### config.mk
export PLATFORM = sky130hd
export DESIGN_NAME = char_lcd_4bit_write_sequencer_unit_flat
export DESIGN_NICKNAME = d
export VERILOG_FILES = /design/src/hw/rtl/clw_pkg.sv /design/src/hw/rtl/clw_ifs.sv /design/src/hw/rtl/clw_front.sv /design/src/hw/rtl/clw_queue.sv /design/src/hw/rtl/clw_back.sv /design/src/hw/rtl/char_lcd_4bit_write_sequencer_unit.sv /design/src/flat_wrapper.sv
export SDC_FILE = /design/constraint.sdc
export NUM_CORES = 1
export LEC_CHECK = 0
export ABC_AREA = 1
export BUFFER_PORTS_ARGS = -buffer_cell sky130_fd_sc_hd__buf_2
export CAP_MARGIN = 10
export CELL_PAD_IN_SITES_DETAIL_PLACEMENT = 1
export CELL_PAD_IN_SITES_GLOBAL_PLACEMENT = 2
export CORE_ASPECT_RATIO = 1.5
export CORE_UTILIZATION = 38
export DETAILED_ROUTE_END_ITERATION = 8
export PLACE_DENSITY = 0.89
export SLEW_MARGIN = 20
export SYNTH_ARGS = -nofsm -noshare
export SYNTH_HDL_FRONTEND = slang
export SYNTH_HIERARCHICAL = 1
export SYNTH_SLANG_ARGS = --single-unit
### constraint.sdc
create_clock -name clk -period 4.1 [get_ports clk]
set_input_delay 0.82 -clock clk [delete_from_list [all_inputs] [get_ports clk]]
set_output_delay 0.82 -clock clk [all_outputs]
set_load 0.02 [all_outputs]
### src/hw/rtl/clw_pkg.sv
package clw_pkg;

    localparam int unsigned QueueDepth = 2;
    localparam int unsigned StepW      = 5;

    typedef enum logic [2:0] {
        ActInit   = 3'd0,
        ActData   = 3'd1,
        ActCmd    = 3'd2,
        ActCursor = 3'd3,
        ActClear  = 3'd4
    } action_t;

    typedef enum logic [1:0] {
        CfgPowerUpWait = 2'd0,
        CfgPulse       = 2'd1,
        CfgClearWait   = 2'd2
    } cfg_index_t;

    localparam logic [7:0] LineOneBase = 8'h40;
    localparam logic [7:0] CmdSetDdram = 8'h80;
    localparam logic [3:0] WakeNibble  = 4'h3;
    localparam logic [3:0] FourBitNib  = 4'h2;
    localparam logic [7:0] CmdFunction = 8'h28;
    localparam logic [7:0] CmdDispOff  = 8'h08;
    localparam logic [7:0] CmdClear    = 8'h01;
    localparam logic [7:0] CmdEntry    = 8'h06;
    localparam logic [7:0] CmdDispOn   = 8'h0C;

    localparam logic [7:0] WakeExtraA  = 8'd5;
    localparam logic [7:0] WakeExtraB  = 8'd1;

    // step codes for the init sequence
    localparam logic [StepW-1:0] InitWaitStep  = 5'd0;
    localparam logic [StepW-1:0] InitNibLast   = 5'd8;
    localparam logic [StepW-1:0] InitCmdFirst  = 5'd9;
    localparam logic [StepW-1:0] InitLastStep  = 5'd28;

    typedef struct packed {
        logic [7:0] power_up_wait_ms;
        logic [7:0] pulse_ms;
        logic [7:0] clear_wait_ms;
    } clw_cfg_t;

    typedef struct packed {
        logic       is_init;
        logic       rs;
        logic [7:0] byte_val;
        logic [7:0] extra_ms;
    } clw_job_t;

    typedef struct packed {
        logic full;
        logic empty;
    } clw_q_status_t;

    function automatic logic [7:0] init_cmd(input logic [2:0] j);
        logic [7:0] c;
        case (j)
            3'd0:    c = CmdFunction;
            3'd1:    c = CmdDispOff;
            3'd2:    c = CmdClear;
            3'd3:    c = CmdEntry;
            3'd4:    c = CmdDispOn;
            default: c = CmdFunction;
        endcase
        return c;
    endfunction

endpackage

### src/hw/rtl/clw_ifs.sv
interface clw_req_if;
    logic       valid;
    logic       ready;
    logic [2:0] action;
    logic [7:0] value;
    logic       row;
    logic [5:0] col;

    modport source (output valid, action, value, row, col, input ready);
    modport sink   (input valid, action, value, row, col, output ready);
endinterface

interface clw_phase_if;
    logic       valid;
    logic       ready;
    logic       rs_level;
    logic [3:0] data_nibble;
    logic       enable_level;
    logic [8:0] hold_ms;
    logic       last;

    modport source (output valid, rs_level, data_nibble, enable_level, hold_ms, last,
                    input ready);
    modport sink   (input valid, rs_level, data_nibble, enable_level, hold_ms, last,
                    output ready);
endinterface

interface clw_cfg_if;
    logic       valid;
    logic       ready;
    logic [1:0] index;
    logic [7:0] data;

    modport source (output valid, index, data, input ready);
    modport sink   (input valid, index, data, output ready);
endinterface

### src/hw/rtl/clw_front.sv
module clw_front
    import clw_pkg::*;
(
    clw_req_if.sink       req,
    input  clw_cfg_t      cfg,
    input  clw_q_status_t q_status,
    output logic          push,
    output clw_job_t      push_job
);

    logic       known;
    logic [7:0] cursor_addr;

    assign cursor_addr = (req.row ? LineOneBase : 8'h00) + {2'b00, req.col};

    always_comb
    begin
        known    = 1'b1;
        push_job = '0;
        case (action_t'(req.action))
            ActInit:
            begin
                push_job.is_init = 1'b1;
            end
            ActData:
            begin
                push_job.rs       = 1'b1;
                push_job.byte_val = req.value;
            end
            ActCmd:
            begin
                push_job.byte_val = req.value;
            end
            ActCursor:
            begin
                push_job.byte_val = CmdSetDdram | cursor_addr;
            end
            ActClear:
            begin
                push_job.byte_val = CmdClear;
                push_job.extra_ms = cfg.clear_wait_ms;
            end
            default:
            begin
                known = 1'b0;
            end
        endcase
    end

    // unknown actions are taken and dropped
    assign req.ready = !q_status.full;
    assign push      = req.valid && !q_status.full && known;

endmodule

### src/hw/rtl/clw_queue.sv
module clw_queue
    import clw_pkg::*;
#(
    parameter int unsigned DEPTH = QueueDepth
)
(
    input  logic          clk,
    input  logic          rst_n,
    input  logic          push,
    input  clw_job_t      push_job,
    input  logic          pop,
    output clw_job_t      head_job,
    output clw_q_status_t status
);

    localparam int unsigned IdxW = (DEPTH > 1) ? $clog2(DEPTH) : 1;
    localparam int unsigned CntW = $clog2(DEPTH + 1);
    localparam logic [IdxW-1:0] LastIdx = IdxW'(DEPTH - 1);
    localparam logic [CntW-1:0] Full    = CntW'(DEPTH);

    clw_job_t        entry_reg [DEPTH];
    logic [IdxW-1:0] wr_ptr_reg, wr_ptr_next;
    logic [IdxW-1:0] rd_ptr_reg, rd_ptr_next;
    logic [CntW-1:0] count_reg, count_next;

    assign status.full  = (count_reg == Full);
    assign status.empty = (count_reg == '0);
    assign head_job     = entry_reg[rd_ptr_reg];

    always_comb
    begin
        wr_ptr_next = wr_ptr_reg;
        rd_ptr_next = rd_ptr_reg;
        count_next  = count_reg;
        if (push)
        begin
            wr_ptr_next = (wr_ptr_reg == LastIdx) ? '0 : wr_ptr_reg + 1'b1;
        end
        if (pop)
        begin
            rd_ptr_next = (rd_ptr_reg == LastIdx) ? '0 : rd_ptr_reg + 1'b1;
        end
        if (push && !pop)
        begin
            count_next = count_reg + 1'b1;
        end
        else if (pop && !push)
        begin
            count_next = count_reg - 1'b1;
        end
    end

    always_ff @(posedge clk or negedge rst_n)
    begin
        if (!rst_n)
        begin
            wr_ptr_reg <= '0;
            rd_ptr_reg <= '0;
            count_reg  <= '0;
        end
        else
        begin
            wr_ptr_reg <= wr_ptr_next;
            rd_ptr_reg <= rd_ptr_next;
            count_reg  <= count_next;
        end
    end

    always_ff @(posedge clk)
    begin
        if (push)
        begin
            entry_reg[wr_ptr_reg] <= push_job;
        end
    end

endmodule

### src/hw/rtl/clw_back.sv
module clw_back
    import clw_pkg::*;
(
    input  logic        clk,
    input  logic        rst_n,
    input  clw_cfg_t    cfg,
    input  logic        head_valid,
    input  clw_job_t    head_job,
    output logic        pop,
    clw_phase_if.source phase
);

    logic [StepW-1:0] step_reg, step_next;
    logic [3:0]       data_pins_reg, data_pins_next;
    logic             out_valid_reg;
    logic             rs_reg;
    logic [3:0]       nib_reg;
    logic             en_reg;
    logic [8:0]       hold_reg;
    logic             last_reg;

    logic             advance;
    logic             p_rs;
    logic [3:0]       p_nib;
    logic             p_en;
    logic [7:0]       p_base;
    logic [7:0]       p_extra;
    logic             p_last;
    logic             p_drives;
    logic [StepW-1:0] s_off;
    logic [StepW-1:0] t_off;
    logic [1:0]       wake_k;
    logic [7:0]       cmd_byte;

    assign s_off    = step_reg - 5'd1;
    assign t_off    = step_reg - InitCmdFirst;
    assign wake_k   = s_off[2:1];
    assign cmd_byte = init_cmd(t_off[4:2]);

    always_comb
    begin
        p_rs     = 1'b0;
        p_nib    = 4'h0;
        p_en     = 1'b0;
        p_base   = cfg.pulse_ms;
        p_extra  = 8'h00;
        p_last   = 1'b0;
        p_drives = 1'b1;
        if (head_job.is_init)
        begin
            p_last = (step_reg == InitLastStep);
            if (step_reg == InitWaitStep)
            begin
                p_nib    = data_pins_reg;
                p_base   = cfg.power_up_wait_ms;
                p_drives = 1'b0;
            end
            else if (step_reg <= InitNibLast)
            begin
                // wake-up nibbles 3,3,3 then 2; low phases of the first two wait longer
                p_nib = (wake_k == 2'd3) ? FourBitNib : WakeNibble;
                p_en  = ~s_off[0];
                if (s_off[0])
                begin
                    if (wake_k == 2'd0)
                    begin
                        p_extra = WakeExtraA;
                    end
                    else if (wake_k == 2'd1)
                    begin
                        p_extra = WakeExtraB;
                    end
                end
            end
            else
            begin
                p_nib = t_off[1] ? cmd_byte[3:0] : cmd_byte[7:4];
                p_en  = ~t_off[0];
            end
        end
        else
        begin
            p_rs    = head_job.rs;
            p_nib   = step_reg[1] ? head_job.byte_val[3:0] : head_job.byte_val[7:4];
            p_en    = ~step_reg[0];
            p_last  = (step_reg[1:0] == 2'd3);
            p_extra = p_last ? head_job.extra_ms : 8'h00;
        end
    end

    assign advance = head_valid && (!out_valid_reg || phase.ready);
    assign pop     = advance && p_last;

    always_comb
    begin
        step_next      = step_reg;
        data_pins_next = data_pins_reg;
        if (advance)
        begin
            step_next = p_last ? '0 : step_reg + 1'b1;
            if (p_drives)
            begin
                data_pins_next = p_nib;
            end
        end
    end

    always_ff @(posedge clk or negedge rst_n)
    begin
        if (!rst_n)
        begin
            step_reg      <= '0;
            data_pins_reg <= '0;
            out_valid_reg <= 1'b0;
        end
        else
        begin
            step_reg      <= step_next;
            data_pins_reg <= data_pins_next;
            if (advance)
            begin
                out_valid_reg <= 1'b1;
            end
            else if (phase.ready)
            begin
                out_valid_reg <= 1'b0;
            end
        end
    end

    always_ff @(posedge clk)
    begin
        if (advance)
        begin
            rs_reg   <= p_rs;
            nib_reg  <= p_nib;
            en_reg   <= p_en;
            hold_reg <= {1'b0, p_base} + {1'b0, p_extra};
            last_reg <= p_last;
        end
    end

    assign phase.valid        = out_valid_reg;
    assign phase.rs_level     = rs_reg;
    assign phase.data_nibble  = nib_reg;
    assign phase.enable_level = en_reg;
    assign phase.hold_ms      = hold_reg;
    assign phase.last         = last_reg;

endmodule

### src/hw/rtl/char_lcd_4bit_write_sequencer_unit.sv
// Character LCD write sequencer, 4-bit HD44780 style bus.
// req channel: one transaction per request (init, data, command, set cursor,
// clear). Unknown action codes are taken and produce nothing.
// phase channel: one transaction per pin phase (RS, D7..D4, E, hold in ms);
// last marks the final phase of a request.
// cfg channel: always ready; index 0 power-up wait, 1 pulse width,
// 2 clear wait. Indexes beyond these are ignored.
// A taken request goes into the queue before its first phase is registered.
// Throughput: one phase per cycle while the sink is ready and work is queued;
// a data, command, cursor or clear request is 4 phases and init is 29; the
// back-end step counter driving the single output register sets this.
// A request queue of QUEUE_DEPTH entries sits between the decoder and the
// sequencer, so new requests are taken while phases are still going out.
// When the sink stalls, the output register holds its phase and the queue
// fills; req.ready drops only once the queue is full.
// Reset: queue empties, no phase is valid, the D7..D4 shadow goes to 0 and
// the registers return to 50, 5 and 5 ms. No clearing pass is needed.
module char_lcd_4bit_write_sequencer_unit
    import clw_pkg::*;
#(
    parameter int unsigned QUEUE_DEPTH = QueueDepth
)
(
    input  logic        clk,
    input  logic        rst_n,
    clw_req_if.sink     req,
    clw_phase_if.source phase,
    clw_cfg_if.sink     cfg
);

    clw_cfg_t      cfg_reg, cfg_next;
    clw_q_status_t q_status;
    clw_job_t      push_job;
    clw_job_t      head_job;
    logic          push;
    logic          pop;
    logic          head_valid;

    assign cfg.ready  = 1'b1;
    assign head_valid = !q_status.empty;

    always_comb
    begin
        cfg_next = cfg_reg;
        if (cfg.valid)
        begin
            case (cfg_index_t'(cfg.index))
                CfgPowerUpWait: cfg_next.power_up_wait_ms = cfg.data;
                CfgPulse:       cfg_next.pulse_ms         = cfg.data;
                CfgClearWait:   cfg_next.clear_wait_ms    = cfg.data;
                default:        cfg_next = cfg_reg;
            endcase
        end
    end

    always_ff @(posedge clk or negedge rst_n)
    begin
        if (!rst_n)
        begin
            cfg_reg.power_up_wait_ms <= 8'd50;
            cfg_reg.pulse_ms         <= 8'd5;
            cfg_reg.clear_wait_ms    <= 8'd5;
        end
        else
        begin
            cfg_reg <= cfg_next;
        end
    end

    clw_front u_front (
        .req      (req),
        .cfg      (cfg_reg),
        .q_status (q_status),
        .push     (push),
        .push_job (push_job)
    );

    clw_queue #(
        .DEPTH (QUEUE_DEPTH)
    ) u_queue (
        .clk      (clk),
        .rst_n    (rst_n),
        .push     (push),
        .push_job (push_job),
        .pop      (pop),
        .head_job (head_job),
        .status   (q_status)
    );

    clw_back u_back (
        .clk        (clk),
        .rst_n      (rst_n),
        .cfg        (cfg_reg),
        .head_valid (head_valid),
        .head_job   (head_job),
        .pop        (pop),
        .phase      (phase)
    );

    a_last_enable_low: assert property (@(posedge clk) disable iff (!rst_n)
        (phase.valid && phase.last) |-> !phase.enable_level)
        else $error("final phase left enable high");

    a_queue_status: assert property (@(posedge clk) disable iff (!rst_n)
        !(q_status.full && q_status.empty))
        else $error("queue reports full and empty");

    a_drain_idle: assert property (@(posedge clk) disable iff (!rst_n)
        (phase.valid && phase.ready && !head_valid) |=> !phase.valid)
        else $error("phase output valid with no pending work");

    a_pop_only_head: assert property (@(posedge clk) disable iff (!rst_n)
        pop |-> head_valid)
        else $error("queue popped while empty");

endmodule

### src/flat_wrapper.sv
// flat-port wrapper written by rule: the top's interface ports become plain ports
module char_lcd_4bit_write_sequencer_unit_flat import clw_pkg::*;
#(
    parameter int unsigned QUEUE_DEPTH = QueueDepth
)
  (clk, rst_n, req_valid, req_action, req_value, req_row, req_col, req_ready, phase_valid, phase_rs_level, phase_data_nibble, phase_enable_level, phase_hold_ms, phase_last, phase_ready, cfg_valid, cfg_index, cfg_data, cfg_ready);
  clw_req_if req_i ();
  clw_phase_if phase_i ();
  clw_cfg_if cfg_i ();
  input  logic clk;
  input  logic rst_n;
  input wire logic [$bits(req_i.valid)-1:0] req_valid;
  input wire logic [$bits(req_i.action)-1:0] req_action;
  input wire logic [$bits(req_i.value)-1:0] req_value;
  input wire logic [$bits(req_i.row)-1:0] req_row;
  input wire logic [$bits(req_i.col)-1:0] req_col;
  output wire logic [$bits(req_i.ready)-1:0] req_ready;
  output wire logic [$bits(phase_i.valid)-1:0] phase_valid;
  output wire logic [$bits(phase_i.rs_level)-1:0] phase_rs_level;
  output wire logic [$bits(phase_i.data_nibble)-1:0] phase_data_nibble;
  output wire logic [$bits(phase_i.enable_level)-1:0] phase_enable_level;
  output wire logic [$bits(phase_i.hold_ms)-1:0] phase_hold_ms;
  output wire logic [$bits(phase_i.last)-1:0] phase_last;
  input wire logic [$bits(phase_i.ready)-1:0] phase_ready;
  input wire logic [$bits(cfg_i.valid)-1:0] cfg_valid;
  input wire logic [$bits(cfg_i.index)-1:0] cfg_index;
  input wire logic [$bits(cfg_i.data)-1:0] cfg_data;
  output wire logic [$bits(cfg_i.ready)-1:0] cfg_ready;
  assign req_i.valid = req_valid;
  assign req_i.action = req_action;
  assign req_i.value = req_value;
  assign req_i.row = req_row;
  assign req_i.col = req_col;
  assign req_ready = req_i.ready;
  assign phase_valid = phase_i.valid;
  assign phase_rs_level = phase_i.rs_level;
  assign phase_data_nibble = phase_i.data_nibble;
  assign phase_enable_level = phase_i.enable_level;
  assign phase_hold_ms = phase_i.hold_ms;
  assign phase_last = phase_i.last;
  assign phase_i.ready = phase_ready;
  assign cfg_i.valid = cfg_valid;
  assign cfg_i.index = cfg_index;
  assign cfg_i.data = cfg_data;
  assign cfg_ready = cfg_i.ready;
  char_lcd_4bit_write_sequencer_unit #(.QUEUE_DEPTH(QUEUE_DEPTH)) u_core (.clk(clk), .rst_n(rst_n), .req(req_i), .phase(phase_i), .cfg(cfg_i));
endmodule
==> qor.csv <==
metric,value,unit
outcome,"complete, no violations",
slowest_stage,dfrtp_1,
synth_cell_types,37,
drtPass1Iterations,4,
wirelength_met1,4150,µm
wire_per_inst,15.2,µm
total_power,3.63,mW
ir_drop,0.000225,V
clk_latency,340,ps
power_frac_comb,0.372,
postLayoutCellArea,0.00528,mm²
port_buffers,50,
gp_congestion,0.791,
synth_fa_ha_area_frac,0.0367,
critPathKind,reg2reg,
root_buffer,clkbuf_16,
grt_pass1_wl,16800,µm
pwr-share-clk,0.241,
placed_area,0.00496,mm²
top_layer_used,met4,
critPathRequiredTime,4190,ps
dieArea,0.0127,mm²
synth_compound_area_frac,0.0313,
worstHoldStart,u_core/cfg_reg[8],
max_cap_violations,0,
tightestPinTransition,910,ps
cts_buffers,9,
slew_headroom,0.393,
hp-class,reg2reg,
n_antenna_cell,0,
gr-total-overflow,0,
fin_crit,3270,ps
rsz0062_at_grt,false,
hpwl,7620,µm
cts_setup_buffers,0,
die_w,92.2,µm
final_cell_mix,"nand2_1, edfxtp_1, buf_2",
postSynthAreaPerCell,10.2,µm²
p_int,2.29,mW
routed_wirelength,10100,µm
cp-end-kind,flop,
final_net_count,552,
ys_warn_count,6,
drive_above_1_share,0.235,
utilization,0.442,
crit_chain,inv_1 > ha_1 > nand4_1 > inv_1 > nand2_4 > mux2_2 > ha_1 > fa_1 > nand3_1 > nand3_1 > a21oi_1 > o21bai_1 > a21oi_1 > o21bai_1,
power-per-cell-area,688,mW/mm²
h-tree-depth,3,
worst_clock_skew,7.15,ps
cp.arrival,3360,ps
setup_viol,0,
fp-row-count,49,
core_area,0.0120,mm²
synth_mux_area_frac,0.0704,
synth_nets,502,
fmax,0.306,GHz
power_leakage,2.47,nW
startpoint_type,flop,
synth_xor_area_frac,0.0170,
startpoint,u_core/u_back/step_reg[1],
synth_area,0.00464,mm²
critPathBufInv,2,
path_delay_family,adder cells,
die_h,137,µm
ant_nets,0,
grt_usage,0.174,
final_hold_viol_count,0,
detail_route.vias_per_cell,4.90,
final_common_cell,nand2_1,
dr_wl_met2,5420,µm
setup-tns-final,0,ps
synth_top_family_by_area,simple AND/OR/NAND/NOR gates,
vias,3256,
cpPeakStageDelay,480,ps
yosysSeqAreaShare,0.543,
pin_count,52,
ys_ff_latch,90,
cts.reportedPaths.clkPinSlew,60,ps
sw_frac_of_total,0.369,
grt_pass1_vias,3487,
r2r_start,u_core/u_back/step_reg[1],
clockBufferDepth,2,
antenna_found_initial,0,
drv_slew,0,
drc,0,
syn_to_final_growth,13.9,%
drt-initial-drc-count,106,
dr_wl_met3,260,µm
grt_max_degree,39,
power.switching,1.34,mW
initial_core_util,0.388,
synth-simple-area-share,0.233,
largest_register_ffs,36,
cts_sinks,90,
post_cts_resized,0,
synthCells,456,
seqPwrFrac,0.388,
cts_hold_buf,0,
cts_tree,done,
cp_max_fo,9,
finalCritPeriodShare,0.797,
path summary, 6_finish.rpt:
check                           depth (start not counted)  slack (ps)                        endpoint
max in group asynchronous                               1        2910              u_core/cfg_reg[22]
min in group asynchronous                               1         610       u_core/u_back/phase.valid
worst min register to register                          2         470               u_core/cfg_reg[8]
worst min-delay path                                    2         470               u_core/cfg_reg[8]
worst max-delay path                                   14         830  u_core/u_back/phase.hold_ms[8]
worst max register to register                         14         830  u_core/u_back/phase.hold_ms[8]
per-layer routing:
metal,vias up,track usage
li1,1633,-
met1,1545,0.190
met2,61,0.327
met3,17,0.0276
met4,0,0.0816
met5,-,0
area by class of cell:
type	instances	area [µm²]
Clock buffer	10	229
Fill cell	1388	6670
Sequential cell	90	2520
Inverter	48	180
Timing Repair Buffer	52	265
Tap cell	153	191
Clock inverter	6	90.1
Multi-Input combinational cell	305	1810
cells by family (layout without fill, tap and decap cells):
logic type                 count (synthesis)  in the layout
DFF                                       90             90
muxes                                     26             26
adders and majority gates                 13             13
xor gates and xnor gates                   9              9
buffers and inverters                     61            116
and+or+nand+nor                          231            231
other                                      1              1
AOI/OAI and AO/OA                         25             25
metrics by stage:
step           hold slack [ps]  std cells  setup slack, ps
3_3_place_gp               454        648              989
3_5_place_dp               460        648              870
2_1_floorplan              436        456             1220
5_1_grt                    485        664              589
6_report                   465        664              833
4_1_cts                    465        664              824
synth_stat cells:
cell / n / area share
a221oi_1: 1 / 0.0019
buf_12: 1 / 0.0043
o21ai_0: 11 / 0.012
nor3_1: 7 / 0.0076
buf_2: 3 / 0.0032
xor2_1: 7 / 0.013
nand2_4: 2 / 0.0049
inv_2: 4 / 0.0032
o211ai_2: 1 / 0.0027
buf_4: 1 / 0.0016
nand3_1: 27 / 0.029
nor2_2: 3 / 0.0040
dfrtp_1: 31 / 0.17
dfstp_2: 7 / 0.040
nor2_4: 1 / 0.0024
xnor2_1: 2 / 0.0038
nor2_1: 34 / 0.028
nand3_2: 1 / 0.0022
o21ai_1: 1 / 0.0011
a21oi_1: 8 / 0.0086
buf_6: 8 / 0.019
a41oi_1: 1 / 0.0019
nor3b_1: 1 / 0.0016
mux2_4: 9 / 0.029
conb_1: 1 / 0.00081
nand4_1: 28 / 0.038
inv_1: 44 / 0.036
nand2_1: 117 / 0.095
nand3_4: 2 / 0.0076
nor2_8: 1 / 0.0043
ha_1: 12 / 0.032
nand2_2: 6 / 0.0081
edfxtp_1: 52 / 0.34
fa_1: 1 / 0.0043
mux2_2: 17 / 0.041
nor4_1: 1 / 0.0013
o21bai_1: 2 / 0.0032
power by group through the flow:
stage	registers [mW]	logic [mW]	clock network [mW]
floorplan	1.50	0.952	0
global placement	1.41	1.31	0
detailed placement	1.43	1.36	0
CTS	1.41	1.37	0.899
global route	1.44	1.52	0.923
finish	1.41	1.35	0.874
worst register-to-register path: stages (launching register included):
cell      delay, ps
dfrtp_1         480
inv_1           190
ha_1            200
nand4_1         130
inv_1           220
nand2_4         140
mux2_2          320
ha_1            230
fa_1            420
nand3_1         110
nand3_1         100
a21oi_1         150
o21bai_1        110
a21oi_1         140
o21bai_1         70
Note: power is estimated with default switching activity, not from simulation.
